<file path="src/design/assert_macros.svh">
// Assertion macros shared by the RTL files
`ifndef ASSERT_MACROS_SVH
`define ASSERT_MACROS_SVH
// Implication checked at every rising clock edge, off during reset
`define CHK_IMPL(label, clk, rst, a, c) \
  label: assert property (@(posedge clk) disable iff (rst) (a) |-> (c)) \
    else $error("check failed");
// Next-cycle implication, off during reset
`define CHK_NEXT(label, clk, rst, a, c) \
  label: assert property (@(posedge clk) disable iff (rst) (a) |=> (c)) \
    else $error("check failed");
`endif

</file>
<file path="src/design/sacl_pkg.sv">
// Package: types, sizes and codes of the set-associative cache controller
`timescale 1ns / 1ps
`default_nettype none
package sacl_pkg;
  localparam int NUM_SETS   = 64;
  localparam int NUM_WAYS   = 8;
  localparam int LINE_BYTES = 64;
  localparam int COUNT_BITS = 16;

  localparam int OFF_BITS  = $clog2(LINE_BYTES);
  localparam int SET_BITS  = (NUM_SETS > 1) ? $clog2(NUM_SETS) : 1;
  localparam int SET_W     = $clog2(NUM_SETS);
  localparam int TAG_BITS  = 32 - OFF_BITS - SET_W;
  localparam int WAY_BITS  = (NUM_WAYS > 1) ? $clog2(NUM_WAYS) : 1;
  localparam int CNT_MAX   = (1 << COUNT_BITS) - 1;
  // one row word per way: valid, dirty, tag, count
  localparam int WAY_W     = 2 + TAG_BITS + COUNT_BITS;
  localparam int ROW_W     = WAY_W * NUM_WAYS;

  localparam logic [1:0] KIND_RESP  = 2'd0;
  localparam logic [1:0] KIND_WB    = 2'd1;
  localparam logic [1:0] KIND_FETCH = 2'd2;
  localparam logic [1:0] KIND_FWD   = 2'd3;

  localparam logic REG_WT = 1'b0;
  localparam logic REG_WA = 1'b1;

  localparam logic [6:0] LINE_BYTES7 = 7'(LINE_BYTES);

  typedef struct packed {
    logic        op;
    logic [31:0] address;
    logic [3:0]  nbytes;
  } req_t;

  typedef struct packed {
    logic [1:0]  kind;
    logic [31:0] lower_addr;
    logic [6:0]  lower_bytes;
    logic        hit;
    logic [2:0]  way;
    logic        last;
  } rsp_t;

  typedef struct packed {
    logic                valid;
    logic                dirty;
    logic [TAG_BITS-1:0] tag;
    logic [COUNT_BITS-1:0] count;
  } way_t;

  // controller to datapath
  typedef struct packed {
    logic load;      // capture request, start row read
    logic clr;       // clearing pass write
    logic decide;    // row data valid: evaluate and write back
    logic [2:0] emit_sel; // which item to present
    logic emit;
  } ctl_t;

  localparam logic [2:0] EM_WB   = 3'd0;
  localparam logic [2:0] EM_FET  = 3'd1;
  localparam logic [2:0] EM_FWD  = 3'd2;
  localparam logic [2:0] EM_RESP = 3'd3;

  // datapath to controller
  typedef struct packed {
    logic need_wb;
    logic need_fet;
    logic need_fwd;
  } sts_t;
endpackage
`default_nettype wire

</file>
<file path="src/design/sacl_ctrl.sv">
// Controller: clearing pass, access sequencing and item emission order
`timescale 1ns / 1ps
`default_nettype none
module sacl_ctrl import sacl_pkg::*; (
  input  wire logic                clk,
  input  wire logic                rst,
  input  wire logic                start,
  input  wire sts_t                sts,
  output ctl_t                     ctl,
  output logic                     busy,
  output logic [SET_BITS-1:0]      clr_addr
);
  localparam logic [2:0] S_CLR  = 3'd0;
  localparam logic [2:0] S_IDLE = 3'd1;
  localparam logic [2:0] S_RD   = 3'd2;
  localparam logic [2:0] S_DEC  = 3'd3;
  localparam logic [2:0] S_WB   = 3'd4;
  localparam logic [2:0] S_FET  = 3'd5;
  localparam logic [2:0] S_FWD  = 3'd6;
  localparam logic [2:0] S_RESP = 3'd7;

  logic [2:0] state, state_next;

  always_ff @(posedge clk) begin
    if (rst) begin
      state    <= S_CLR;
      clr_addr <= '0;
    end else begin
      state <= state_next;
      if (state == S_CLR) clr_addr <= clr_addr + 1'b1;
    end
  end

  always_comb begin
    state_next = state;
    ctl        = '0;
    unique case (state)
      S_CLR: begin
        ctl.clr = 1'b1;
        if (clr_addr == SET_BITS'(NUM_SETS - 1)) state_next = S_IDLE;
      end
      S_IDLE: begin
        if (start) begin
          ctl.load   = 1'b1;
          state_next = S_RD;
        end
      end
      S_RD: state_next = S_DEC;
      S_DEC: begin
        ctl.decide = 1'b1;
        state_next = S_WB;
      end
      S_WB: begin
        ctl.emit_sel = EM_WB;
        ctl.emit     = sts.need_wb;
        state_next   = S_FET;
      end
      S_FET: begin
        ctl.emit_sel = EM_FET;
        ctl.emit     = sts.need_fet;
        state_next   = S_FWD;
      end
      S_FWD: begin
        ctl.emit_sel = EM_FWD;
        ctl.emit     = sts.need_fwd;
        state_next   = S_RESP;
      end
      S_RESP: begin
        ctl.emit_sel = EM_RESP;
        ctl.emit     = 1'b1;
        state_next   = S_IDLE;
      end
      default: state_next = S_IDLE;
    endcase
  end

  assign busy = (state != S_IDLE);
endmodule
`default_nettype wire

</file>
<file path="config.mk">
export PLATFORM = sky130hd
export DESIGN_NAME = sacl_ctrl
export DESIGN_NICKNAME = d
export VERILOG_FILES = /design/src/design/assert_macros.svh /design/src/design/sacl_pkg.sv /design/src/design/sacl_ctrl.sv
export SDC_FILE = /design/constraint.sdc
export NUM_CORES = 1
export LEC_CHECK = 0
export BUFFER_PORTS_ARGS = -buffer_cell sky130_fd_sc_hd__buf_2
export CELL_PAD_IN_SITES_DETAIL_PLACEMENT = 2
export CELL_PAD_IN_SITES_GLOBAL_PLACEMENT = 2
export CORE_UTILIZATION = 26
export CTS_CLUSTER_DIAMETER = 30
export DETAILED_ROUTE_END_ITERATION = 8
export PLACE_DENSITY = 0.85
export SLEW_MARGIN = 15
export SYNTH_ARGS = -nofsm -noshare
export SYNTH_HDL_FRONTEND = slang
export SYNTH_SLANG_ARGS = --single-unit
export TNS_END_PERCENT = 1
</file>
<file path="constraint.sdc">
create_clock -name clk -period 4.85 [get_ports clk]
set_clock_uncertainty 0.2 [all_clocks]
set_input_delay 0.2425 -clock clk [delete_from_list [all_inputs] [get_ports clk]]
set_output_delay 0.2425 -clock clk [all_outputs]
set_load 0.01 [all_outputs]
</file>
==> PnR_summary.wiki <==
{| class="wikitable"
! Metric !! Value
|-
| Status || finished, final reports clean
|-
| CTS buffer count || 3
|-
| Ratio of final minimum period to clock period || 38.3%
|-
| Synthesized flop and latch total || 9
|-
| Setup repair after global routing missed its margin || no
|-
| Worst slack, placed || 3.00 ns
|-
| Count of clock tree sinks || 9
|-
| Share of the synthesized area in compound gates (AO/OA/AOI/OAI) || 9.09%
|-
| Synthesized-area fraction occupied by xor and xnor cells || 5.30%
|-
| Die Span X || 45.7 um
|-
| Pin count of the biggest net entering global routing || 12
|-
| Count of inserted antenna diode cells || 0
|-
| Post-route DRC || 0
|-
| Adder and majority gate portion of the synthesized area || 2.53%
|-
| Combinational family with the most area after synthesis || simple AND/OR/NAND/NOR gates
|-
| Area growth from synthesis to final layout || 22.0%
|-
| Max Slew Vio Count || 0
|-
| Class of the most critical hold timing path || input port to flop
|-
| Core Rows || 15
|-
| Warnings from Yosys || 0
|-
| Clk buf depth || 2
|-
| Vias in the first global route || 423
|-
| Post-route minimum period || 1.86 ns
|-
| Total global routing track utilization || 13.3%
|-
| Root buffer cell || sky130_fd_sc_hd__clkbuf_4
|-
| Min setup slack post-route || 2.99 ns
|-
| Io pins || 20
|-
| H-Tree Depth || 1
|-
| Number of failing setup endpoints in the final timing report || 0
|-
| First-pass GRT wire length || 1870 um
|-
| Antenna Nets Post-Route || 0
|-
| Skew-Pair Late Insertion Delay || 0.26 ns
|-
| Routability congestion estimate || 0.637
|-
| CTS Hold Bufs || 0
|-
| Net total in the final layout || 84
|-
| Via density per instance || 4.62
|-
| Initial Util || 28.1%
|-
| Distinct cell type count after synthesis || 29
|-
| Placed instance area || 578 um^2
|-
| CTS-repair resized insts || 0
|-
| Routed len/inst || 11.8 um
|-
| Ratio of cells with drive above 1 in the final layout || 34.2%
|-
| Average cell area after synthesis || 8.40 um^2
|-
| Mux contribution to synthesized area || 8.84%
|-
| Number of buffers inserted to repair setup after CTS || 0
|-
| Number of failing hold endpoints at the final stage || 0
|-
| Final wirelength || 1190 um
|-
| Total overflow reported by the global router || 0
|-
| Final sum of negative setup slack || 0 ns
|-
| Dpl hpwl || 925 um
|-
| Power density normalized to cell area || 251 nW/um^2
|-
| Summed area of non-filler cells in the final layout || 604 um^2
|-
| Type of the worst setup path || flop to flop
|-
| Syn Nets || 66
|-
| Total iterations of the first detailed-routing run || 3
|-
| Clock tree from TritonCTS || done
|-
| Leakage || 0.286 nW
|-
| Basic-gate share of the synthesized area counting and, or, nand and nor cells || 27.8%
|-
| Critical path endpoint category || flop
|-
| Number of antenna violations at the first check in global routing || 0
|-
| Worst Path Arrival || 1.81 ns
|-
| Die area || 2080 um^2
|-
| Critical Path Fanout Max || 5
|-
| Max-cap check violation count || 0
|-
| Startpoint Class || flop
|-
| Largest vdd supply drop || 0.128 mV
|-
| Core area || 1760 um^2
|-
| Sequential cell area fraction in the yosys report || 36.4%
|-
| Crit path required time || 4.80 ns
|-
| PortBufs || 18
|-
| Clock slew at the register clock pins of the worst setup and hold paths || 0.06 ns
|-
| Mapped cell area || 495 um^2
|-
| Die span in y || 45.7 um
|-
| F_max || 0.539 GHz
|-
| Gate Count Post-Synth || 59
|-
| DRT iter0 DRCs || 3
|-
| Total via count in the routed design || 467
|}
==> report_power, final <==
| part | internal, mW | switching (mW) | total, mW |
|---|---|---|---|
| sequential | 0.0763 | 0.00309 | 0.0794 |
| combinational | 0.00641 | 0.00706 | 0.0135 |
| clock | 0.0318 | 0.0271 | 0.0589 |
| total | 0.114 | 0.0373 | 0.152 |
==> sequential cells by signal (all words and copies together) (netlist names) <==
name and flops:
state 3, clr_addr 6
==> cell type report <==
type,instances,area (um^2)
multi-input cells,43,269
clock buffers,4,26.3
fillers,231,1160
well taps,25,31.3
flip-flops and latches,9,180
repair buffers,18,90.1
inverters,2,7.51
==> logic make-up after synthesis <==
| family | count (synthesis) |
|---|---|
| AO/OA/AOI/OAI | 8 |
| XOR/XNOR | 3 |
| adder cells (fa/ha/maj) | 1 |
| buffers and inverters | 7 |
| flip-flops | 9 |
| multiplexers | 4 |
| other | 1 |
| AND/OR/NAND/NOR | 26 |
==> metrics by stage <==
stage	total power, mW	utilization, %	hold WS [ns]	std cells
after global placement	0.0938	32.8	0.290	97
after global routing	0.163	34.3	0.0864	101
after detailed placement	0.0946	32.8	0.305	97
after floorplan	0.0889	-	0.248	59
final	0.152	34.3	0.0873	101
after CTS	0.156	34.3	0.0858	101
==> per-layer routing <==
metal | track usage, % | up-vias | share of wire (%)
met2 | 20.6 | 7 | 51
met5 | 0 | - | 0
met4 | 7.27 | 0 | 0.84
li1 | - | 232 | -
met3 | 5.95 | 2 | 2.8
met1 | 15.2 | 226 | 46
==> Yosys cell counts <==
master | instances | area share (%)
sky130_fd_sc_hd__dfxtp_1 | 9 | 36
sky130_fd_sc_hd__xor2_1 | 1 | 1.8
sky130_fd_sc_hd__buf_4 | 1 | 1.5
sky130_fd_sc_hd__mux2_1 | 1 | 2.3
sky130_fd_sc_hd__a21oi_1 | 2 | 2.0
sky130_fd_sc_hd__and3_1 | 3 | 3.8
sky130_fd_sc_hd__xnor2_1 | 2 | 3.5
sky130_fd_sc_hd__inv_1 | 1 | 0.76
sky130_fd_sc_hd__a311oi_1 | 1 | 1.8
sky130_fd_sc_hd__nor2_1 | 8 | 6.1
sky130_fd_sc_hd__nor4b_1 | 1 | 1.8
sky130_fd_sc_hd__or3_1 | 1 | 1.3
sky130_fd_sc_hd__o21ai_0 | 4 | 4.0
sky130_fd_sc_hd__nor2b_1 | 2 | 2.5
sky130_fd_sc_hd__or3_4 | 1 | 2.3
sky130_fd_sc_hd__nand2_1 | 5 | 3.8
sky130_fd_sc_hd__a31oi_1 | 1 | 1.3
sky130_fd_sc_hd__clkbuf_1 | 1 | 0.76
sky130_fd_sc_hd__mux2_2 | 2 | 4.5
sky130_fd_sc_hd__mux2i_1 | 1 | 2.0
sky130_fd_sc_hd__nand3_1 | 1 | 1.0
sky130_fd_sc_hd__buf_6 | 2 | 4.5
sky130_fd_sc_hd__or3_2 | 1 | 1.5
sky130_fd_sc_hd__conb_1 | 1 | 0.76
sky130_fd_sc_hd__nand4_1 | 1 | 1.3
sky130_fd_sc_hd__buf_2 | 1 | 1.0
sky130_fd_sc_hd__inv_2 | 1 | 0.76
sky130_fd_sc_hd__ha_1 | 1 | 2.5
sky130_fd_sc_hd__and2_1 | 2 | 2.5
==> cells in the final DEF, fill, tap and decap left out <==
cell type	Yosys	layout
sky130_fd_sc_hd__mux2_1	1	1
sky130_fd_sc_hd__buf_2	1	18
sky130_fd_sc_hd__xor2_1	1	1
sky130_fd_sc_hd__conb_1	1	1
sky130_fd_sc_hd__inv_2	1	1
sky130_fd_sc_hd__xnor2_1	2	2
sky130_fd_sc_hd__a21oi_1	2	2
sky130_fd_sc_hd__a31oi_1	1	1
sky130_fd_sc_hd__dfxtp_1	9	9
sky130_fd_sc_hd__or3_4	1	1
sky130_fd_sc_hd__a311oi_1	1	1
sky130_fd_sc_hd__ha_1	1	1
sky130_fd_sc_hd__mux2i_1	1	1
sky130_fd_sc_hd__nor2b_1	2	2
sky130_fd_sc_hd__clkbuf_1	1	1
sky130_fd_sc_hd__inv_1	1	1
sky130_fd_sc_hd__nand2_1	5	5
sky130_fd_sc_hd__nand3_1	1	1
sky130_fd_sc_hd__nand4_1	1	1
sky130_fd_sc_hd__mux2_2	2	2
sky130_fd_sc_hd__or3_1	1	1
sky130_fd_sc_hd__nor2_1	8	8
sky130_fd_sc_hd__or3_2	1	1
sky130_fd_sc_hd__and2_1	2	2
sky130_fd_sc_hd__clkbuf_4	0	3
sky130_fd_sc_hd__o21ai_0	4	4
sky130_fd_sc_hd__and3_1	3	3
sky130_fd_sc_hd__nor4b_1	1	1
==> critical path: stages (launching register included) <==
cell and delay (ns):
sky130_fd_sc_hd__dfxtp_1 0.43, sky130_fd_sc_hd__ha_1 0.20, sky130_fd_sc_hd__nor4b_1 0.37, sky130_fd_sc_hd__and3_1 0.22
sky130_fd_sc_hd__mux2_2 0.32
==> path summary, 6_finish.rpt <==
| kind | startpoint | to | slack, ns | cells after the start |
|---|---|---|---|---|
| worst max-delay path | clr_addr[0]$_SDFFE_PP0P_ | clr_addr[4]$_SDFFE_PP0P_ | 2.99 | 4 |
| worst min register to register | clr_addr[1]$_SDFFE_PP0P_ | clr_addr[1]$_SDFFE_PP0P_ | 0.31 | 2 |
| worst max register to register | clr_addr[0]$_SDFFE_PP0P_ | clr_addr[4]$_SDFFE_PP0P_ | 2.99 | 4 |
| worst min-delay path | rst | clr_addr[2]$_SDFFE_PP0P_ | 0.09 | 2 |
No activity file was read; power rests on OpenSTA's default activity.
